File: src/rtl/eav_pkg.sv
package eav_pkg;

   localparam logic [7:0] CH_SPACE  = 8'h20;
   localparam logic [7:0] CH_QUOTE  = 8'h22;
   localparam logic [7:0] CH_DOT    = 8'h2e;
   localparam logic [7:0] CH_AT     = 8'h40;
   localparam logic [7:0] CH_BSLASH = 8'h5c;
   localparam logic [7:0] CH_DEL    = 8'h7f;

   typedef enum logic [4:0] {
      PH_LOCAL  = 5'b00001,
      PH_QUOTED = 5'b00010,
      PH_ESCAPE = 5'b00100,
      PH_AFTERQ = 5'b01000,
      PH_DOMAIN = 5'b10000
   } phase_type;

   typedef struct packed {
      logic is_quote;
      logic is_at;
      logic is_dot;
      logic is_bslash;
      logic is_space;
      logic ctl_high;
      logic special;
   } char_class_type;

   // ( ) < > @ , ; : \ " [ ]
   function automatic logic is_special(input logic [7:0] b);
      logic hit;
      case (b)
         8'h28, 8'h29, 8'h3c, 8'h3e, 8'h40, 8'h2c,
         8'h3b, 8'h3a, 8'h5c, 8'h22, 8'h5b, 8'h5d: hit = 1'b1;
         default: hit = 1'b0;
      endcase
      return hit;
   endfunction

endpackage

File: src/rtl/email_address_validator.sv
// Channel  Direction  Ports                                   Moves
// req      in         req_valid req_ready req_ch              one byte or end marker per item
//                     req_end_of_address
// rsp      out        rsp_valid rsp_ready rsp_address_valid   one verdict per end marker
//
// One item per cycle unless an end marker stalls: input register, then one state update.
// A verdict enters the output register as its end marker leaves the input register.
// A held verdict stalls only a following end marker; byte items keep flowing.
// Synchronous reset clears the parser state and both valid flags.
module email_address_validator (
   input  logic       clock,
   input  logic       reset,
   input  logic       req_valid,
   output logic       req_ready,
   input  logic [7:0] req_ch,
   input  logic       req_end_of_address,
   output logic       rsp_valid,
   input  logic       rsp_ready,
   output logic       rsp_address_valid
);
   import eav_pkg::*;

   logic           in_valid_ff;
   logic [7:0]     ch_ff;
   logic           end_ff;
   logic           out_valid_ff, out_valid_in;
   logic           out_ok_ff;
   logic           advance;
   logic           verdict;
   char_class_type cls;

   // a byte item never needs the output slot
   assign advance   = in_valid_ff && (!end_ff || !out_valid_ff || rsp_ready);
   assign req_ready = !in_valid_ff || advance;

   assign rsp_valid         = out_valid_ff;
   assign rsp_address_valid = out_ok_ff;

   eav_char_class u_class (
      .ch  (ch_ff),
      .cls (cls)
   );

   eav_parser u_parser (
      .clock          (clock),
      .reset          (reset),
      .step           (advance),
      .end_of_address (end_ff),
      .cls            (cls),
      .verdict        (verdict)
   );

   always_comb begin
      out_valid_in = out_valid_ff && !rsp_ready;
      if (advance && end_ff) begin
         out_valid_in = 1'b1;
      end
   end

   always_ff @(posedge clock) begin
      if (reset) begin
         in_valid_ff  <= 1'b0;
         out_valid_ff <= 1'b0;
      end else begin
         if (req_ready) begin
            in_valid_ff <= req_valid;
         end
         out_valid_ff <= out_valid_in;
      end
   end

   always_ff @(posedge clock) begin
      if (req_valid && req_ready) begin
         ch_ff  <= req_ch;
         end_ff <= req_end_of_address;
      end
      if (advance && end_ff) begin
         out_ok_ff <= verdict;
      end
   end

`ifndef ASSERT_OFF
   a_hold_when_blocked: assert property (@(posedge clock) disable iff (reset)
      in_valid_ff && !advance |-> !req_ready)
      else $error("input register overwritten while blocked");

   a_blocked_only_by_end: assert property (@(posedge clock) disable iff (reset)
      in_valid_ff && !advance |-> end_ff && out_valid_ff && !rsp_ready)
      else $error("item stalled without a held verdict");

   a_verdict_loaded: assert property (@(posedge clock) disable iff (reset)
      advance && end_ff |=> out_valid_ff && out_ok_ff == $past(verdict))
      else $error("verdict not loaded into the output register");
`endif

endmodule

File: src/rtl/eav_char_class.sv
module eav_char_class (
   input  logic [7:0]              ch,
   output eav_pkg::char_class_type cls
);
   import eav_pkg::*;

   always_comb begin
      cls.is_quote  = (ch == CH_QUOTE);
      cls.is_at     = (ch == CH_AT);
      cls.is_dot    = (ch == CH_DOT);
      cls.is_bslash = (ch == CH_BSLASH);
      cls.is_space  = (ch == CH_SPACE);
      cls.ctl_high  = (ch <= CH_SPACE) || (ch >= CH_DEL);
      cls.special   = is_special(ch);
   end

endmodule

File: src/rtl/eav_parser.sv
module eav_parser (
   input  logic                    clock,
   input  logic                    reset,
   input  logic                    step,
   input  logic                    end_of_address,
   input  eav_pkg::char_class_type cls,
   output logic                    verdict
);
   import eav_pkg::*;

   phase_type phase_ff, phase_in;
   logic      part_empty_ff, part_empty_in;
   logic      prev_dot_ff, prev_dot_in;
   logic      dom_dot_ff, dom_dot_in;
   logic      rejected_ff, rejected_in;

   assign verdict = !rejected_ff && (phase_ff == PH_DOMAIN) && !part_empty_ff && dom_dot_ff;

   always_comb begin
      phase_in      = phase_ff;
      part_empty_in = part_empty_ff;
      prev_dot_in   = prev_dot_ff;
      dom_dot_in    = dom_dot_ff;
      rejected_in   = rejected_ff;
      if (end_of_address) begin
         // verdict taken, start over
         phase_in      = PH_LOCAL;
         part_empty_in = 1'b1;
         prev_dot_in   = 1'b0;
         dom_dot_in    = 1'b0;
         rejected_in   = 1'b0;
      end else if (!rejected_ff) begin
         unique case (phase_ff)
            PH_LOCAL: begin
               if (cls.is_quote && (part_empty_ff || prev_dot_ff)) begin
                  phase_in      = PH_QUOTED;
                  part_empty_in = 1'b0;
                  prev_dot_in   = 1'b0;
               end else if (cls.is_at) begin
                  if (part_empty_ff || prev_dot_ff) begin
                     rejected_in = 1'b1;
                  end else begin
                     phase_in      = PH_DOMAIN;
                     part_empty_in = 1'b1;
                     prev_dot_in   = 1'b0;
                  end
               end else if (cls.ctl_high || cls.special) begin
                  rejected_in = 1'b1;
               end else begin
                  part_empty_in = 1'b0;
                  prev_dot_in   = cls.is_dot;
               end
            end
            PH_QUOTED: begin
               if (cls.is_quote) begin
                  phase_in = PH_AFTERQ;
               end else if (cls.is_bslash) begin
                  phase_in = PH_ESCAPE;
               end else if (cls.ctl_high) begin
                  rejected_in = 1'b1;
               end
            end
            PH_ESCAPE: begin
               if (!cls.is_space && cls.ctl_high) begin
                  rejected_in = 1'b1;
               end else begin
                  phase_in = PH_QUOTED;
               end
            end
            PH_AFTERQ: begin
               if (cls.is_at) begin
                  phase_in      = PH_DOMAIN;
                  part_empty_in = 1'b1;
                  prev_dot_in   = 1'b0;
               end else if (cls.is_dot) begin
                  phase_in    = PH_LOCAL;
                  prev_dot_in = 1'b1;
               end else begin
                  rejected_in = 1'b1;
               end
            end
            PH_DOMAIN: begin
               if (cls.is_dot && (part_empty_ff || prev_dot_ff)) begin
                  rejected_in = 1'b1;
               end else if (cls.ctl_high || cls.special) begin
                  // a dot is never special or a control byte, so the old dot mark survives here
                  rejected_in = 1'b1;
                  dom_dot_in  = dom_dot_ff | cls.is_dot;
               end else begin
                  dom_dot_in    = dom_dot_ff | cls.is_dot;
                  part_empty_in = 1'b0;
                  prev_dot_in   = cls.is_dot;
               end
            end
            default: begin
               rejected_in = 1'b1;
            end
         endcase
      end
   end

   always_ff @(posedge clock) begin
      if (reset) begin
         phase_ff      <= PH_LOCAL;
         part_empty_ff <= 1'b1;
         prev_dot_ff   <= 1'b0;
         dom_dot_ff    <= 1'b0;
         rejected_ff   <= 1'b0;
      end else if (step) begin
         phase_ff      <= phase_in;
         part_empty_ff <= part_empty_in;
         prev_dot_ff   <= prev_dot_in;
         dom_dot_ff    <= dom_dot_in;
         rejected_ff   <= rejected_in;
      end
   end

`ifndef ASSERT_OFF
   a_reject_sticky: assert property (@(posedge clock) disable iff (reset)
      rejected_ff && !(step && end_of_address) |=> rejected_ff)
      else $error("rejection cleared before end of address");

   a_end_restarts: assert property (@(posedge clock) disable iff (reset)
      step && end_of_address |=> phase_ff == PH_LOCAL && part_empty_ff && !rejected_ff)
      else $error("parser did not restart after end of address");

   a_dom_dot_nonempty: assert property (@(posedge clock) disable iff (reset)
      phase_ff == PH_DOMAIN && dom_dot_ff |-> !part_empty_ff)
      else $error("domain dot seen in an empty domain");

   a_dot_outside_domain: assert property (@(posedge clock) disable iff (reset)
      phase_ff != PH_DOMAIN |-> !dom_dot_ff)
      else $error("domain dot mark set outside the domain");
`endif

endmodule

File: config.mk
export PLATFORM = sky130hd
export DESIGN_NAME = email_address_validator
export DESIGN_NICKNAME = d
export VERILOG_FILES = /design/src/rtl/eav_pkg.sv /design/src/rtl/email_address_validator.sv /design/src/rtl/eav_char_class.sv /design/src/rtl/eav_parser.sv
export SDC_FILE = /design/constraint.sdc
export NUM_CORES = 1
export LEC_CHECK = 0
export BUFFER_PORTS_ARGS = -buffer_cell sky130_fd_sc_hd__clkbuf_2
export CAP_MARGIN = 20
export CORE_MARGIN = 10
export CORE_UTILIZATION = 61
export CTS_BUF_LIST = sky130_fd_sc_hd__clkbuf_4 sky130_fd_sc_hd__clkbuf_8 sky130_fd_sc_hd__clkbuf_16
export CTS_CLUSTER_DIAMETER = 60
export DETAILED_ROUTE_END_ITERATION = 7
export PLACE_DENSITY = 0.83
export SLEW_MARGIN = 0
export SYNTH_ARGS = -nofsm -noshare
export SYNTH_HDL_FRONTEND = slang
export SYNTH_SLANG_ARGS = --single-unit
File: constraint.sdc
create_clock -name clock -period 3.2 [get_ports clock]
set_clock_uncertainty 0.05 [all_clocks]
set_input_delay 0 -clock clock [delete_from_list [all_inputs] [get_ports clock]]
set_output_delay 0 -clock clock [all_outputs]
set_load 0.005 [all_outputs]
# Word level (Yosys, flattened, before mapping)

Index checks and enable logic that the tools add are counted.

Input bits: 13
Bits in registers: 21
Output and inout port bits: 3

Equal/unequal tests: 29
Mux-type cells: 50
Reductions and logical operators: 31
Order comparisons: 2
Bitwise logic cells: 1

Operator list:

| operator           | count |
|---|---|
| $eq 8x6->1 const B | 10 |
| $mux 5             | 10 |
| $mux 1             | 36 |
| $eq 8x7->1 const B | 4 |
| $pmux 5 s4         | 1 |
| $ne 4x3->1 const B | 4 |
| $reduce_and 6->1   | 2 |
| $reduce_or 12->1   | 1 |
| $logic_and 1x1->1  | 10 |
| $ne 3x3->1 const B | 3 |
| $ge 8x7->1 const B | 1 |
| $le 8x6->1 const B | 1 |
| $reduce_and 8->1   | 1 |
| $logic_not 1->1    | 7 |
| $logic_or 1x1->1   | 6 |
| $pmux 1 s3         | 2 |
| $eq 5x1->1 const B | 1 |
| $eq 5x2->1 const B | 1 |
| $eq 5x3->1 const B | 1 |
| $eq 5x4->1 const B | 1 |
| $eq 5x5->1 const B | 1 |
| $ne 5x4->1 const B | 1 |
| $pmux 1 s5         | 1 |
| $reduce_bool 5->1  | 1 |
| 5 further kinds    | 6 |

# Logic depth before layout (Yosys ltp)

Word-level depth: 10
Depth in mapped cells: 8
Depth with buffers taken out: 6

# Modules after synthesis

A second synthesis with hierarchy kept.

Cells, all modules: 168
Area, all modules: 1470.2 um2

Modules (own cells, without submodules):

| module                  | instances | cells each | area each (um2) |
|---|---|---|---|
| eav_parser              | 1         | 111        | 848.3 |
| email_address_validator | 1         | 22         | 404.1 |
| eav_char_class          | 1         | 35         | 217.7 |

# Worst setup path before layout

Ideal clock, no wire load.

Kind: reg2reg
Start point: reg ch_ff[4]
End point: reg u_parser.phase_ff[1]
Arrival: 1890 ps
Setup time: 117 ps
Cell stages (with the launch flop): 7
Slack: 1143 ps
Path buffers: 0
Cell sequence: edfxtp_1 -> nor4_4 -> nand3_1 -> o211ai_1 -> o211ai_1 -> a22o_1 -> a22o_1

Cells in the longest elaborated chain, start to end: 6
Elaborated cells on any way between the ends: 23

Ends and longest elaborated chain:

| element                                            | line                          | source |
|---|---|---|
| start, declared                                    | email_address_validator.sv:24 | `logic [7:0] ch_ff;` |
| start signal, assigned                             | email_address_validator.sv:74 | `ch_ff <= req_ch;` |
| branches (longest 6 deep; another with $le 8x6->1) | n/a                           |  |
| end signal, assigned                               | eav_parser.sv:110             | `phase_ff <= phase_in;` |
| end, declared                                      | eav_parser.sv:11              | `phase_type phase_ff, phase_in;` |

Several ways; the timed one is not identified. The select of a mux whose other input is x is not followed.
A chain may end at the register's enable or synchronous reset.

# Worst setup path after layout

Ends and elaborated chain as after synthesis.

==> impl_metrics.env <==
export IMPL_status="complete, no violations"
export IMPL_synth_seq_cells=21
export IMPL_synth_async_reset_ratio_pct=0
export IMPL_finalHoldViolCount=0
export IMPL_std_cell_rows=16
export IMPL_synth_main_ff_cell="dfxtp_1"
export IMPL_routed_wl_mm=3.330
export IMPL_ys_top_cells_by_count="nor2_1, dfxtp_1, edfxtp_1"
export IMPL_dieArea_um2=4430
export IMPL_power_leakage_nw=0.5725
export IMPL_gp_congestion=0.9289
export IMPL_path_max_fanout=8
export IMPL_grt_max_degree=12
export IMPL_hold_path_class="input port to primary output"
export IMPL_slew_headroom_pct=33.42
export IMPL_final_cell_area_um2=1562
export IMPL_rsz0062_at_grt="no"
export IMPL_die_height_um=66.56
export IMPL_antenna_found_initial=0
export IMPL_drive_gt1_share_pct=15.48
export IMPL_yosysSeqAreaShare_pct=39.36
export IMPL_cp_data_required_time_ns=3.36
export IMPL_yosysMostFrequentCell="nor2_1"
export IMPL_critical_path_arrival_ns=2.60
export IMPL_vias_per_cell=6.656
export IMPL_insertion_delay_ns=0.30
export IMPL_synthToLayoutAreaGrowth_pct=18.07
export IMPL_regArea_um2=520.5
export IMPL_critPathMaxStageDelay_ns=0.52
export IMPL_numCtsBuffers=3
export IMPL_numPortBuffers=15
export IMPL_die_x_um=66.56
export IMPL_synthTopCellsByArea="edfxtp_1, dfxtp_1, nand3b_1"
export IMPL_critPathSlowestCell="edfxtp_1"
export IMPL_avgSynthCellArea_um2=9.248
export IMPL_syn_nets=156
export IMPL_min_period_over_period_pct=76.30
export IMPL_worstSetupStartpointType="flop"
export IMPL_maxSlewViolCount=0
export IMPL_drcViolationCount=0
export IMPL_multi_input_area_um2=753.2
export IMPL_initial_core_util_pct=66.06
export IMPL_worstSetupPathType="flop to flop"
export IMPL_clk_pin_slew_ns=0.12
export IMPL_grt_pass1_wl_mm=5.485
export IMPL_fin_tns_setup_ns=0
export IMPL_ant_nets=0
export IMPL_nNetsFinal=182
export IMPL_grt_busiest_layer="met2"
export IMPL_ys_warn_count=0
export IMPL_cts_sinks=21
export IMPL_gr_total_overflow=0
export IMPL_ys_types=52
export IMPL_synth_cells=143
export IMPL_grt_pass1_vias=1225
export IMPL_ctsRootBufferMaster="clkbuf_4"
export IMPL_vias=1298
export IMPL_yosysTopAreaCell="edfxtp_1"
export IMPL_insertedDiodeCount=0
export IMPL_dr_pass1_iters=5
export IMPL_setup_viol=0
export IMPL_grt_util_all_layers_pct=15.53
export IMPL_met3_usage_pct=3.344
export IMPL_io_pins=16
export IMPL_ir_drop_uv=333.0
export IMPL_first_iter_violations=175
export IMPL_dp_final_hpwl_mm=2.402
export IMPL_grtUsageMet2_pct=26.66
export IMPL_placedCellCount=178
export IMPL_synth_area_um2=1323
export IMPL_p_total_uw=513.7
export IMPL_instances_no_fill=195
export IMPL_cts_setup_buffers=0
export IMPL_p_per_area_nw_per_um2=329.0
export IMPL_crit_chain="nor4_4, nand3_1, o211ai_1, o211ai_1, a22o_1, a22o_1"
export IMPL_fmax_ghz=0.4096
export IMPL_wl_per_cell_um=17.08
export IMPL_utilization_pct=78.00
export IMPL_worst_slew_pin_transition_ns=0.9940
export IMPL_synth_top_cell_area_share_pct=22.71
export IMPL_fillers=150
export IMPL_timing_final_crit_period_ns=2.442
export IMPL_cts_tree="built"
export IMPL_synth_edf_count=10
export IMPL_critPathCaptureType="flop"
export IMPL_met1_usage_pct=18.09
export IMPL_coreArea_um2=2002
export IMPL_drv_cap=0
export IMPL_place_area_um2=1401
export IMPL_htreeDepth=1
export IMPL_cts_buffer_depth=2
-- report_power, final --
part / internal (mW) / leakage [nW] / switching, mW
combinational: 0.0353 / 0.365 / 0.0322
sequential: 0.293 / 0.189 / 0.0172
clock: 0.0571 / 0.0184 / 0.0793
-- flip-flops by register name, summed over array words and instances (netlist names) --
signal and count:
u_parser.dom_dot_ff 1, end_ff 1, u_parser.phase_ff 5, rsp_valid 1
u_parser.rejected_ff 1, u_parser.part_empty_ff 1, rsp_address_valid 1, u_parser.prev_dot_ff 1
ch_ff 8, in_valid_ff 1
-- final cells by class --
| class | count | area share, % |
|---|---|---|
| clock buffers | 4 | 1.923 |
| inverters | 5 | 1.202 |
| multi-input cells | 110 | 48.24 |
| flip-flops and latches | 21 | 33.33 |
| well taps | 27 | 2.163 |
| repair buffers | 28 | 13.14 |
-- what timing repair did --
action,4_1_cts,5_1_grt
hold buffers,13,0
endpoints found under the hold margin,12,0
resized for setup,0,0
-- final timing paths --
path | startpoint | end | slack (ns) | depth (start not counted)
hold / removal | rsp_ready | req_ready | 0.30 | 4
hold reg to reg | u_parser.dom_dot_ff$_SDFFE_PP0P_ | u_parser.dom_dot_ff$_SDFFE_PP0P_ | 0.42 | 1
setup reg to reg | ch_ff[4]$_DFFE_PP_ | u_parser.phase_ff[1]$_SDFFE_PP0P_ | 0.76 | 6
setup / recovery | ch_ff[4]$_DFFE_PP_ | u_parser.phase_ff[1]$_SDFFE_PP0P_ | 0.76 | 6
-- critical path, delay by kind of cell, from the launching register on --
| family | cells | cell delay, ns |
|---|---|---|
| compound gates | 4 | 1.01 |
| simple gates | 2 | 0.76 |
| flops | 1 | 0.52 |
-- placed cells by master, fill, tap and decap left out, types with 2 or more instances in the layout --
cell type | Yosys | final
edfxtp_1 | 10 | 10
xor2_1 | 2 | 2
nor4b_1 | 2 | 2
clkbuf_2 | 0 | 15
a22o_1 | 4 | 4
a32o_1 | 2 | 2
nor3_1 | 2 | 2
a31oi_1 | 7 | 7
o21ai_0 | 6 | 6
nand4_1 | 3 | 3
o31ai_1 | 2 | 2
dfxtp_1 | 11 | 11
dlygate4sd3_1 | 0 | 13
and2_1 | 3 | 3
or4_1 | 2 | 2
a21oi_1 | 7 | 7
nor4_1 | 2 | 2
clkbuf_4 | 0 | 4
and3b_1 | 2 | 2
nand3_1 | 6 | 6
inv_1 | 5 | 5
o211ai_1 | 4 | 4
nor3b_1 | 2 | 2
nand2_1 | 7 | 7
nand3b_1 | 6 | 6
nor2_1 | 12 | 12
-- per-layer routing --
layer	routed length (um)	vias to the layer above
met5	0	-
met4	46	0
met3	269	6
met2	1638	75
met1	1375	597
li1	-	620
-- cells by family (layout without fill, tap and decap cells) --
kind of cell | count (synthesis) | after routing | synth area share, %
AND/OR/NAND/NOR | 61 | 61 | 28.86
AO/OA/AOI/OAI | 47 | 47 | 26.77
flip-flops | 21 | 21 | 39.36
buffers and inverters | 12 | 37 | 3.689
XOR/XNOR | 2 | 2 | 1.325
-- per-stage QoR --
stage	setup slack [ns]	hold WS, ns
6_report	0.7584	0.2963
5_1_grt	0.6664	0.3514
4_1_cts	0.8259	0.3043
3_5_place_dp	0.8516	0.1289
3_3_place_gp	1.001	0.1264
2_1_floorplan	1.143	0.01907
(Power assumes the default switching activity.)
